File: config.mk
export PLATFORM = sky130hd
export DESIGN_NAME = polynomial_bisection_root
export DESIGN_NICKNAME = d
export VERILOG_FILES = /design/src/design/pbr_pkg.sv /design/src/design/pbr_regs.sv /design/src/design/pbr_ctrl.sv /design/src/design/pbr_dp.sv /design/src/design/polynomial_bisection_root.sv
export SDC_FILE = /design/constraint.sdc
export NUM_CORES = 2
export LEC_CHECK = 0
export ABC_AREA = 1
export BUFFER_PORTS_ARGS = -buffer_cell sky130_fd_sc_hd__buf_2
export CAP_MARGIN = 30
export CORE_ASPECT_RATIO = 1.75
export CORE_MARGIN = 1
export CORE_UTILIZATION = 40
export DETAILED_ROUTE_END_ITERATION = 10
export PLACE_DENSITY = 0.58
export REMOVE_ABC_BUFFERS = 1
export SYNTH_ARGS = -nofsm -noshare
export SYNTH_HDL_FRONTEND = slang
export SYNTH_SLANG_ARGS = --single-unit
File: constraint.sdc
create_clock -name clk -period 31.1 [get_ports clk]
set_input_delay 1.555 -clock clk [delete_from_list [all_inputs] [get_ports clk]]
set_output_delay 1.555 -clock clk [all_outputs]
set_load 0.02 [all_outputs]
File: src/design/pbr_pkg.sv
// Shared constants, types and command structs of the bisection root finder.
package pbr_pkg;

    localparam int DATA_W     = 32;
    localparam int ACC_W      = 64;
    localparam int NUM_COEF   = 7;
    localparam int TERMS      = 7;
    localparam int FRAC_BITS  = 16;
    localparam int MAX_STEPS  = 64;
    localparam int CNT_W      = 7;
    localparam int COEF_IDX_W = 3;
    localparam int TOL_W      = 31;
    localparam int PADDR_W    = 5;
    localparam int REG_IDX_W  = 3;

    localparam logic [TOL_W-1:0]     TOL_RESET    = 31'd66;
    localparam logic [REG_IDX_W-1:0] REG_HALF_TOL = 3'd7;

    typedef struct packed {
        logic signed [DATA_W-1:0] lower_end;
        logic signed [DATA_W-1:0] upper_end;
    } in_word_t;

    typedef struct packed {
        logic signed [DATA_W-1:0] root_estimate;
        logic                     no_sign_change;
        logic [CNT_W-1:0]         iteration_count;
    } out_word_t;

    typedef logic [NUM_COEF-1:0][DATA_W-1:0] coef_bank_t;

    typedef enum logic [3:0] {
        ST_IDLE,
        ST_EVAL_START,
        ST_MUL_LO,
        ST_MUL_HI,
        ST_COMBINE,
        ST_ACCUM,
        ST_EVAL_END,
        ST_CHECK,
        ST_DONE
    } ctrl_state_t;

    typedef enum logic [1:0] {
        PH_LEFT,
        PH_RIGHT,
        PH_MID
    } eval_phase_t;

    typedef struct packed {
        logic                  cap_in;
        logic                  x_right;
        logic                  x_mid;
        logic                  acc_init;
        logic                  mul_lo;
        logic                  mul_hi;
        logic                  combine;
        logic                  accum;
        logic [COEF_IDX_W-1:0] coef_idx;
        logic                  sign_load;
        logic                  take_right;
        logic                  take_left;
        logic                  cnt_inc;
        logic                  res_load;
        logic                  res_nsc;
    } dp_cmd_t;

    typedef struct packed {
        logic sign_differs;
        logic width_ok;
        logic cnt_max;
    } dp_stat_t;

endpackage

File: src/design/pbr_regs.sv
// APB register file: polynomial coefficients and half tolerance.
module pbr_regs (
    input  logic                           clk,
    input  logic                           rst_n,
    input  logic                           psel,
    input  logic                           penable,
    input  logic                           pwrite,
    input  logic [pbr_pkg::PADDR_W-1:0]    paddr,
    input  logic [31:0]                    pwdata,
    output logic [31:0]                    prdata,
    output logic                           pready,
    output pbr_pkg::coef_bank_t            coefs,
    output logic [pbr_pkg::TOL_W-1:0]      half_tol
);

    logic [pbr_pkg::REG_IDX_W-1:0] idx;
    logic                          wr_en;
    pbr_pkg::coef_bank_t           coef_reg;
    logic [pbr_pkg::TOL_W-1:0]     half_tol_reg;

    assign idx    = paddr[pbr_pkg::PADDR_W-1:2];
    assign wr_en  = psel && penable && pwrite;
    assign pready = 1'b1;

    always_ff @(posedge clk or negedge rst_n)
    begin
        if (!rst_n)
        begin
            coef_reg     <= '0;
            half_tol_reg <= pbr_pkg::TOL_RESET;
        end
        else if (wr_en)
        begin
            for (int k = 0; k < pbr_pkg::NUM_COEF; k++)
            begin
                if (idx == pbr_pkg::REG_IDX_W'(k))
                begin
                    coef_reg[k] <= pwdata;
                end
            end
            if (idx == pbr_pkg::REG_HALF_TOL)
            begin
                half_tol_reg <= pwdata[pbr_pkg::TOL_W-1:0];
            end
        end
    end

    always_comb
    begin
        if (idx == pbr_pkg::REG_HALF_TOL)
        begin
            prdata = {1'b0, half_tol_reg};
        end
        else
        begin
            prdata = coef_reg[idx];
        end
    end

    assign coefs    = coef_reg;
    assign half_tol = half_tol_reg;

endmodule

File: src/design/pbr_ctrl.sv
// Sequencer: Horner steps, endpoint evaluations, halving loop and result handoff.
module pbr_ctrl (
    input  logic              clk,
    input  logic              rst_n,
    input  logic              item_valid,
    output logic              item_ready,
    output logic              result_valid,
    input  logic              result_ready,
    input  pbr_pkg::dp_stat_t stat,
    output pbr_pkg::dp_cmd_t  cmd
);

    pbr_pkg::ctrl_state_t          state_reg, state_next;
    pbr_pkg::eval_phase_t          phase_reg, phase_next;
    logic [pbr_pkg::COEF_IDX_W-1:0] k_reg, k_next;
    logic                          nsc_reg, nsc_next;
    logic                          out_valid_reg, out_valid_next;

    always_ff @(posedge clk or negedge rst_n)
    begin
        if (!rst_n)
        begin
            state_reg     <= pbr_pkg::ST_IDLE;
            phase_reg     <= pbr_pkg::PH_LEFT;
            k_reg         <= '0;
            nsc_reg       <= 1'b0;
            out_valid_reg <= 1'b0;
        end
        else
        begin
            state_reg     <= state_next;
            phase_reg     <= phase_next;
            k_reg         <= k_next;
            nsc_reg       <= nsc_next;
            out_valid_reg <= out_valid_next;
        end
    end

    always_comb
    begin
        state_next = state_reg;
        phase_next = phase_reg;
        k_next     = k_reg;
        nsc_next   = nsc_reg;
        cmd        = '0;
        cmd.coef_idx = k_reg;
        cmd.res_nsc  = nsc_reg;

        out_valid_next = out_valid_reg && !result_ready;

        case (state_reg)
            pbr_pkg::ST_IDLE:
            begin
                if (item_valid)
                begin
                    cmd.cap_in = 1'b1;
                    phase_next = pbr_pkg::PH_LEFT;
                    state_next = pbr_pkg::ST_EVAL_START;
                end
            end
            pbr_pkg::ST_EVAL_START:
            begin
                cmd.acc_init = 1'b1;
                if (pbr_pkg::TERMS > 1)
                begin
                    k_next     = pbr_pkg::COEF_IDX_W'(pbr_pkg::TERMS - 2);
                    state_next = pbr_pkg::ST_MUL_LO;
                end
                else
                begin
                    state_next = pbr_pkg::ST_EVAL_END;
                end
            end
            pbr_pkg::ST_MUL_LO:
            begin
                cmd.mul_lo = 1'b1;
                state_next = pbr_pkg::ST_MUL_HI;
            end
            pbr_pkg::ST_MUL_HI:
            begin
                cmd.mul_hi = 1'b1;
                state_next = pbr_pkg::ST_COMBINE;
            end
            pbr_pkg::ST_COMBINE:
            begin
                cmd.combine = 1'b1;
                state_next  = pbr_pkg::ST_ACCUM;
            end
            pbr_pkg::ST_ACCUM:
            begin
                cmd.accum = 1'b1;
                if (k_reg == '0)
                begin
                    state_next = pbr_pkg::ST_EVAL_END;
                end
                else
                begin
                    k_next     = k_reg - 1'b1;
                    state_next = pbr_pkg::ST_MUL_LO;
                end
            end
            pbr_pkg::ST_EVAL_END:
            begin
                case (phase_reg)
                    pbr_pkg::PH_LEFT:
                    begin
                        cmd.sign_load = 1'b1;
                        cmd.x_right   = 1'b1;
                        phase_next    = pbr_pkg::PH_RIGHT;
                        state_next    = pbr_pkg::ST_EVAL_START;
                    end
                    pbr_pkg::PH_RIGHT:
                    begin
                        if (stat.sign_differs)
                        begin
                            state_next = pbr_pkg::ST_CHECK;
                        end
                        else
                        begin
                            nsc_next   = 1'b1;
                            state_next = pbr_pkg::ST_DONE;
                        end
                    end
                    default:
                    begin
                        // keep the half whose ends differ in sign
                        if (stat.sign_differs)
                        begin
                            cmd.take_right = 1'b1;
                        end
                        else
                        begin
                            cmd.take_left = 1'b1;
                            cmd.sign_load = 1'b1;
                        end
                        state_next = pbr_pkg::ST_CHECK;
                    end
                endcase
            end
            pbr_pkg::ST_CHECK:
            begin
                if (stat.width_ok || stat.cnt_max)
                begin
                    nsc_next   = 1'b0;
                    state_next = pbr_pkg::ST_DONE;
                end
                else
                begin
                    cmd.cnt_inc = 1'b1;
                    cmd.x_mid   = 1'b1;
                    phase_next  = pbr_pkg::PH_MID;
                    state_next  = pbr_pkg::ST_EVAL_START;
                end
            end
            pbr_pkg::ST_DONE:
            begin
                // hold until the output register is free or being drained
                if (!out_valid_reg || result_ready)
                begin
                    cmd.res_load   = 1'b1;
                    out_valid_next = 1'b1;
                    state_next     = pbr_pkg::ST_IDLE;
                end
            end
            default:
            begin
                state_next = pbr_pkg::ST_IDLE;
            end
        endcase
    end

    assign item_ready   = (state_reg == pbr_pkg::ST_IDLE);
    assign result_valid = out_valid_reg;

endmodule

File: src/design/pbr_dp.sv
// Datapath: interval registers, shared multiplier, Horner accumulator, result register.
module pbr_dp (
    input  logic                      clk,
    input  logic                      rst_n,
    input  pbr_pkg::dp_cmd_t          cmd,
    input  pbr_pkg::in_word_t         item,
    input  pbr_pkg::coef_bank_t       coefs,
    input  logic [pbr_pkg::TOL_W-1:0] half_tol,
    output pbr_pkg::dp_stat_t         stat,
    output pbr_pkg::out_word_t        result
);

    localparam int DW   = pbr_pkg::DATA_W;
    localparam int AW   = pbr_pkg::ACC_W;
    localparam int SUMW = AW + DW + 1;

    localparam logic signed [AW-1:0] ACC_MAX = {1'b0, {(AW-1){1'b1}}};
    localparam logic signed [AW-1:0] ACC_MIN = {1'b1, {(AW-1){1'b0}}};

    logic signed [DW-1:0]      left_reg, right_reg, x_reg;
    logic                      left_sign_reg;
    logic [pbr_pkg::CNT_W-1:0] cnt_reg;
    logic signed [AW-1:0]      acc_reg;
    logic signed [AW-1:0]      phi_reg;
    logic signed [AW:0]        plo_reg;
    logic signed [SUMW-1:0]    sum_reg;
    pbr_pkg::out_word_t        result_reg;

    logic signed [DW:0]        mult_a, mult_b;
    logic signed [2*DW+1:0]    mult_p;
    logic signed [SUMW-1:0]    phi_ext, plo_ext, sum_comb, sum_sh;
    logic                      sh_ovf;
    logic signed [AW-1:0]      prod_sat;
    logic signed [AW:0]        acc_sum;
    logic signed [AW-1:0]      acc_next;
    logic signed [DW-1:0]      coef_sel;
    logic signed [DW:0]        lr_sum, lr_diff;
    logic [DW:0]               lr_width;
    logic signed [DW-1:0]      mid;

    // one shared 33x33 multiplier: low word unsigned, high word signed
    assign mult_a = cmd.mul_hi ? {acc_reg[AW-1], acc_reg[AW-1:DW]}
                               : {1'b0, acc_reg[DW-1:0]};
    assign mult_b = {x_reg[DW-1], x_reg};
    assign mult_p = mult_a * mult_b;

    assign phi_ext  = {{(SUMW-AW){phi_reg[AW-1]}}, phi_reg};
    assign plo_ext  = {{(SUMW-AW-1){plo_reg[AW]}}, plo_reg};
    assign sum_comb = (phi_ext <<< DW) + plo_ext;

    // floor shift, then saturate to 64 bits and add the coefficient
    assign sum_sh   = sum_reg >>> pbr_pkg::FRAC_BITS;
    assign sh_ovf   = !((&sum_sh[SUMW-1:AW-1]) || !(|sum_sh[SUMW-1:AW-1]));
    assign prod_sat = sh_ovf ? (sum_sh[SUMW-1] ? ACC_MIN : ACC_MAX) : sum_sh[AW-1:0];
    assign coef_sel = coefs[cmd.coef_idx];
    assign acc_sum  = {prod_sat[AW-1], prod_sat} + {{(AW-DW+1){coef_sel[DW-1]}}, coef_sel};
    assign acc_next = (acc_sum[AW] != acc_sum[AW-1]) ? (acc_sum[AW] ? ACC_MIN : ACC_MAX)
                                                     : acc_sum[AW-1:0];

    assign lr_sum   = {left_reg[DW-1], left_reg} + {right_reg[DW-1], right_reg};
    assign lr_diff  = {left_reg[DW-1], left_reg} - {right_reg[DW-1], right_reg};
    assign lr_width = lr_diff[DW] ? -lr_diff : lr_diff;
    assign mid      = lr_sum[DW:1];

    always_ff @(posedge clk or negedge rst_n)
    begin
        if (!rst_n)
        begin
            left_sign_reg <= 1'b0;
            cnt_reg       <= '0;
        end
        else
        begin
            if (cmd.cap_in)
            begin
                cnt_reg <= '0;
            end
            else if (cmd.cnt_inc)
            begin
                cnt_reg <= cnt_reg + 1'b1;
            end
            if (cmd.sign_load)
            begin
                left_sign_reg <= acc_reg[AW-1];
            end
        end
    end

    always_ff @(posedge clk)
    begin
        if (cmd.cap_in)
        begin
            left_reg  <= item.lower_end;
            right_reg <= item.upper_end;
            x_reg     <= item.lower_end;
        end
        else
        begin
            if (cmd.x_right)
            begin
                x_reg <= right_reg;
            end
            if (cmd.x_mid)
            begin
                x_reg <= mid;
            end
            if (cmd.take_right)
            begin
                right_reg <= x_reg;
            end
            if (cmd.take_left)
            begin
                left_reg <= x_reg;
            end
        end

        if (cmd.acc_init)
        begin
            acc_reg <= {{(AW-DW){coefs[pbr_pkg::TERMS-1][DW-1]}},
                        coefs[pbr_pkg::TERMS-1]};
        end
        else if (cmd.accum)
        begin
            acc_reg <= acc_next;
        end

        if (cmd.mul_lo)
        begin
            plo_reg <= mult_p[AW:0];
        end
        if (cmd.mul_hi)
        begin
            phi_reg <= mult_p[AW-1:0];
        end
        if (cmd.combine)
        begin
            sum_reg <= sum_comb;
        end

        if (cmd.res_load)
        begin
            if (cmd.res_nsc)
            begin
                result_reg.root_estimate   <= '0;
                result_reg.no_sign_change  <= 1'b1;
                result_reg.iteration_count <= '0;
            end
            else
            begin
                result_reg.root_estimate   <= mid;
                result_reg.no_sign_change  <= 1'b0;
                result_reg.iteration_count <= cnt_reg;
            end
        end
    end

    assign stat.sign_differs = acc_reg[AW-1] != left_sign_reg;
    assign stat.width_ok     = lr_width <= {1'b0, half_tol, 1'b0};
    assign stat.cnt_max      = cnt_reg >= pbr_pkg::CNT_W'(pbr_pkg::MAX_STEPS);
    assign result            = result_reg;

endmodule

File: src/design/polynomial_bisection_root.sv
// Top level of the bisection root finder: register file, sequencer and datapath.
//
// Usage:
//   Input channel (item_valid/item_ready/item) carries one word with the two
//   interval ends, signed Q16.16, in either order. Output channel
//   (result_valid/result_ready/result) returns one word per input: the final
//   midpoint, the no-sign-change flag and the number of halvings.
//   Coefficients coef_x0..coef_x6 and half_tolerance sit on the APB port at
//   byte addresses 0x00..0x1C; write them only while the block is idle.
// Operation:
//   Each Horner term runs on the single shared 33x33 multiplier as low
//   partial, high partial, combine and saturating add, between a load step
//   and a finish step. N, the halving count, runs 0..64 and is 0 when both
//   ends share a sign; item_ready rises with result_valid, so a new word is
//   accepted only after the last one has reached the output register.
// Reset:
//   rst_n clears sequencer, output valid and counters; coefficients go to zero.
// Stall:
//   The result waits in an output register while the next word starts; a
//   second result holds in the sequencer until the first is taken.
module polynomial_bisection_root (
    input  logic                        clk,
    input  logic                        rst_n,
    input  logic                        item_valid,
    output logic                        item_ready,
    input  pbr_pkg::in_word_t           item,
    output logic                        result_valid,
    input  logic                        result_ready,
    output pbr_pkg::out_word_t          result,
    input  logic                        psel,
    input  logic                        penable,
    input  logic                        pwrite,
    input  logic [pbr_pkg::PADDR_W-1:0] paddr,
    input  logic [31:0]                 pwdata,
    output logic [31:0]                 prdata,
    output logic                        pready
);

    pbr_pkg::coef_bank_t       coefs;
    logic [pbr_pkg::TOL_W-1:0] half_tol;
    pbr_pkg::dp_cmd_t          cmd;
    pbr_pkg::dp_stat_t         stat;

    // configuration registers; half_tolerance resets to 66
    pbr_regs u_regs (
        .clk      (clk),
        .rst_n    (rst_n),
        .psel     (psel),
        .penable  (penable),
        .pwrite   (pwrite),
        .paddr    (paddr),
        .pwdata   (pwdata),
        .prdata   (prdata),
        .pready   (pready),
        .coefs    (coefs),
        .half_tol (half_tol)
    );

    // sequencer: owns the handshakes and drives the datapath commands
    pbr_ctrl u_ctrl (
        .clk          (clk),
        .rst_n        (rst_n),
        .item_valid   (item_valid),
        .item_ready   (item_ready),
        .result_valid (result_valid),
        .result_ready (result_ready),
        .stat         (stat),
        .cmd          (cmd)
    );

    // datapath: interval, multiplier, accumulator and output word
    pbr_dp u_dp (
        .clk      (clk),
        .rst_n    (rst_n),
        .cmd      (cmd),
        .item     (item),
        .coefs    (coefs),
        .half_tol (half_tol),
        .stat     (stat),
        .result   (result)
    );

endmodule

Yosys cells after proc, flatten, opt, wreduce, memory -nomap -nowiden --
Cells that the tools add are included.
Cells by class: reductions and logical operators 36, order comparisons 4, mux-type cells 60, divide/modulo/power cells 0, bitwise operators 0, equality and inequality tests 26, $add $sub $neg 7, shifts and indexed selects 0, $mul 1
Operator list (count):
- $mux 64 | 6
- $mux 32 | 10
- $bmux 32 s3 | 2
- $add 96x65->97 | 1
- $mux 33 | 2
- $add 64x32->65 | 1
- $mul 33x32->65 | 1
- $pmux 4 s9 | 1
- $add 32x32->33 | 1
- $le 33x32->1 | 1
- $neg 33->33 | 1
- $sub 32x32->33 | 1
- $mux 1 | 20
- $reduce_and 2->1 | 10
- $reduce_and 18->1 | 1
- $reduce_or 18->1 | 1
- $eq 4x3->1 const B | 4
- $mux 4 | 4
- $mux 7 | 2
- $eq 3x3->1 const B | 4
- $ne 2x2->1 const B | 6
- $reduce_bool 2->1 | 6
- $mux 3 | 3
- $eq 4x2->1 const B | 2
- other kinds (26) | 43
Word-level totals: logic and storage cells 159, memories 0, bits in latches 0, register bits 700, ROM bits 0, bits in writable memories 0

Longest topological paths before layout --
word-level depth 9, mapped depth 41, depth with buffers taken out 40

By module --
A second synthesis with hierarchy kept.
Second synthesis, totals: cell total of the unflattened synthesis 10045, area, all modules 81120.3 um^2
Modules (own cells, without submodules):
- pbr_dp | area an instance 68575.8 um^2, seq. area each 12031.5 um^2, cells an instance 8407, times used 1
- pbr_regs | area an instance 11797.6 um^2, seq. area each 6383.6 um^2, cells an instance 1529, times used 1
- pbr_ctrl | area an instance 747.0 um^2, seq. area each 275.3 um^2, cells an instance 109, times used 1

Worst setup path after synthesis --
No wires, ideal clock.
path type reg2reg, start point register u_ctrl.state_reg[2], end point register u_dp.phi_reg[60] (data pin), arrival time 9511 ps, stages on the path, launching flop included 37, path slack 21320 ps, clock period less this slack 9780 ps, path through dfrtp_1 -> nor2_1 -> inv_1 -> nor2_1 -> clkbuf_1 -> or2_2 -> o21ai_1 -> inv_1 -> clkbuf_1 -> nand2_1 -> fa_1 -> inv_1 -> fa_1 -> inv_1 -> fa_1 -> inv_1 -> fa_1 -> fa_1 -> inv_1 -> fa_1 -> fa_1 -> fa_1 -> inv_1 -> ha_1 -> nand2_1 -> nor2_1 -> inv_1 -> nor2_1 -> inv_1 -> nor2_1 -> nand3_1 -> nand3_1 -> nand2_1 -> o211ai_1 -> a21oi_1 -> o21ai_0 -> xor2_1
Between the ends: word-level cells in the longest chain between the ends 4
RTL lines:
- start, declared | line pbr_ctrl.sv:13 | pbr_pkg::ctrl_state_t state_reg, state_next;
- start signal, assigned | line pbr_ctrl.sv:23 | state_reg <= pbr_pkg::ST_IDLE;
- start signal, assigned | line pbr_ctrl.sv:31 | state_reg <= state_next;
- $eq 4x2->1 | line pbr_ctrl.sv:51 | case (state_reg)
- $mux 1 | line pbr_ctrl.sv:51
- $mux 33 | line pbr_dp.sv:42 | assign mult_a = cmd.mul_hi ? {acc_reg[AW-1], acc_reg[AW-1:DW]}
- $mul 33x32->65 | line pbr_dp.sv:45 | assign mult_p = mult_a * mult_b;
- net u_dp.mult_p[60] | line pbr_dp.sv:30 | logic signed [2*DW+1:0] mult_p;
- end signal, assigned | line pbr_dp.sv:133 | phi_reg <= mult_p[AW-1:0];
- end, declared | line pbr_dp.sv:24 | logic signed [AW-1:0] phi_reg;
The timed path passes the listed nets, and every way through them passes these cells. A chain may end at the register's enable or synchronous reset.

Final worst setup path --
Same ends and word-level chain as after synthesis.

==> summary.md <==
| Metric | Value |
|---|---|
| RD Place Congestion | `1.01` |
| Flops & latches, synth | `668` |
| Die width | `340 um` |
| Worst reg-to-reg path cell count | `35` |
| Clk sinks | `about 670` |
| RSZ-0062 raised after global routing | `false` |
| Nets | `11512` |
| Detailed placement HPWL | `247000 um` |
| Final hold vios | `0` |
| Cts repair resizes | `0` |
| Ys async rst share | `41.0%` |
| Worst setup path class | `flip-flop to flip-flop` |
| Core area | `199000 um^2` |
| CTS max path bufs | `3` |
| CP Buf/Inv Count | `11` |
| Number of CTS-inserted buffers | `61` |
| Count of cell types in the netlist | `a little under 60` |
| Seq/Total Area, Yosys | `23.3%` |
| Finished Layout Cells | `12561` |
| Average wire per standard cell | `24.4 um` |
| Main synth FF type | `edfxtp_1` |
| Initial Utilization | `40.2%` |
| Crit. End Element | `flip-flop` |
| TritonCTS clock tree | `yes` |
| Max H-tree Level | `2` |
| Avg Inst Size Synth | `between 8 and 9 um^2` |
| CTS clock-pin slew for the worst setup and hold paths | `0.07 ns` |
| Initial drt markers | `about 5300` |
| Share of layout cells above drive strength 1 | `5.30%` |
| Crit path from | `u_ctrl.state_reg[2]` |
| Worst reg2reg setup slack | `20.52 ns` |
| Max reg flops | `224` |
| Final Setup Violations | `0` |
| Crit-path slowest cell | `fa_1` |
| Synthesis-to-finish area growth | `7.60%` |
| Synth Instances | `9881` |
| Clock skew | `approximately 0.068 ns` |
| Initial antenna violation count | `6` |
| Largest net degree at the start of global routing | `144` |
| Total GRT Usage | `30.1%` |
| CP max stage delay | `a little over 0.7 ns` |
| Mapped Area | `80100 um^2` |
| Post-CTS Hold Fix Bufs | `0` |
| Router iterations before antenna repair | `7` |
| Via count | `68755` |
| Fin crit period | `10.58 ns` |
| CTS Root Cell | `clkbuf_16` |
| EDFF count, synth | `394` |
| Global-route wire length before repair | `about 450000 um` |
| Vias in the first global route | `72029` |
| Run status | `finished clean` |
| Critical Path AT | `~11 ns` |
| Highest clock rate | `94.5 MHz` |
| Routed Antenna Nets | `0` |
| Die H | `594 um` |
| Worst-path maximum fanout | `28` |
| Port buffer count | `179` |
| Worst setup path end | `u_dp.phi_reg[60]` |
| Mean number of vias per cell | `5.47` |
| Max-Cap Viols | `0` |
| Setup crit start kind | `flip-flop` |
| Worst-skew pair later-pin latency | `0.72 ns` |
| Die area | `between 200000 and 250000 um^2` |
| Family with the most delay on the worst path | `adder cells` |
| Critical Path Most Common Cell | `fa_1` |
| Yosys warns | `0` |
| Crit path depth | `35` |
| Worst rel slew slack | `about 23%` |
| Worst Path Required | `31.58 ns` |
| DRC viols | `0` |
| Fin. max-slew vios | `0` |
| Setup TNS | `0 ns` |
| I/O pin count | `183` |
| Post-Place Cells | `12438` |
| Grt ovf | `0` |
| Hold crit path type | `flip-flop to flip-flop` |
| FF-to-FF End | `u_dp.phi_reg[60]` |
| Post-CTS Setup Bufs | `0` |
| Tightest Pin Transition | `around 1.2 ns` |
| Fin crit share | `34.0%` |
| DRT Wirelength | `306000 um` |
| Std cell rows | `between 200 and 250` |
| Critical R2R Launch | `u_ctrl.state_reg[2]` |
==> cells by family (layout without fill, tap and decap cells) <==
| logic type | count (synthesis) | after routing | synth area share [%] |
|---|---|---|---|
| AOI/OAI and AO/OA | 1554 | 1554 | 10.8 |
| xor gates and xnor gates | 256 | 256 | 2.82 |
| adders and majority gates | 1529 | 1529 | 34.3 |
| buffers and inverters | 2387 | 2433 | 11.3 |
| DFF | 668 | 668 | 23.3 |
| muxes | 4 | 4 | 0.0500 |
| other | 1 | 7 | 0.00468 |
| and+or+nand+nor | 3482 | 3482 | 17.4 |
==> cell usage in the layout, fill, tap and decap left out, types with 27 or more instances in the layout <==
master,netlist,final
dfrtp_1,272,271
ha_1,413,413
nand4_1,85,85
a21o_1,34,34
a21oi_1,519,518
or2_2,36,36
nor2_1,1177,1170
a31oi_1,98,96
edfxtp_1,394,394
clkinv_1,29,40
a22oi_1,79,79
nand3_1,234,231
xor2_1,189,189
nor4_1,27,27
clkbuf_16,0,62
buf_2,31,180
nor3_1,54,49
nand2_1,1835,1833
buf_4,7,130
o21ai_0,643,638
fa_1,1116,1116
inv_1,1955,1952
xnor2_1,65,65
==> metal layers <==
| metal | vias up | wire length [um] | part of all wire, % | GRT usage [%] |
|---|---|---|---|---|
| met1 | 34169 | 99300 | 32 | 30.5 |
| met3 | 1057 | 16000 | 5.2 | 3.06 |
| met4 | 2 | 31900 | 10 | 26.1 |
| li1 | 30654 | - | - | - |
| met5 | - | 11 | 0.0036 | 0 |
| met2 | 2873 | 159000 | 52 | 54.8 |
==> worst min path at each step <==
stage | startpoint | to | slack, ns | cells after the start
after floorplan | u_dp.plo_reg[16] | u_dp.sum_reg[16] | 0.40 | 0
after global placement | u_dp.plo_reg[28] | u_dp.sum_reg[28] | 0.40 | 0
after detailed placement | u_dp.plo_reg[20] | u_dp.sum_reg[20] | 0.40 | 0
after CTS | u_dp.plo_reg[30] | u_dp.sum_reg[30] | 0.43 | 0
after global routing | u_dp.plo_reg[25] | u_dp.sum_reg[25] | 0.43 | 0
final | u_dp.plo_reg[25] | u_dp.sum_reg[25] | 0.42 | 0
==> metrics by stage <==
stage                     hold slack [ns]  util [%]  area [um^2]  worst slack, ns
final                               0.425      43.3        86200            20.52
after global placement              0.400      42.1        83900            20.43
after floorplan                     0.400         -        78600            18.17
after detailed placement            0.405      42.2        84100            20.33
after CTS                           0.428      43.2        86100            20.35
after global routing                0.432      43.2        86200            19.98
==> cell usage after synthesis (all sizes together) (18+ instances only) <==
cell    count  area (um^2)
nor2     1183         4460
ha        413         5170
a22oi      79          593
o21a       21          158
nand3     238         1220
nand2    1841         6930
xnor2      65          569
dfrtp     272         6810
o21bai     23          173
clkbuf    327         1230
nor3       56          290
inv      1971         7400
fa       1116        22300
a21oi     520         2610
nor4       27          169
edfxtp    394        11800
a221o      18          180
or2        36          225
a21o       34          255
o22ai      18          113
nand4      85          532
xor2      191         1690
clkinv     29          109
a31oi      98          613
buf        60          320
o21ai     675         3380
==> layout make-up <==
cell class / instances / area, um^2
well taps: 2628 / 3290
clock inverters: 39 / 448
multi-input cells: 6826 / 52600
repair buffers: 318 / 2060
flip-flops and latches: 668 / 18700
clock buffers: 76 / 1630
fillers: 20099 / 113000
diodes: 6 / 15.0
inverters: 2000 / 7510
Power is not shown: default switching activity piles up to over one toggle a cycle in this logic, so the estimate is an artifact.
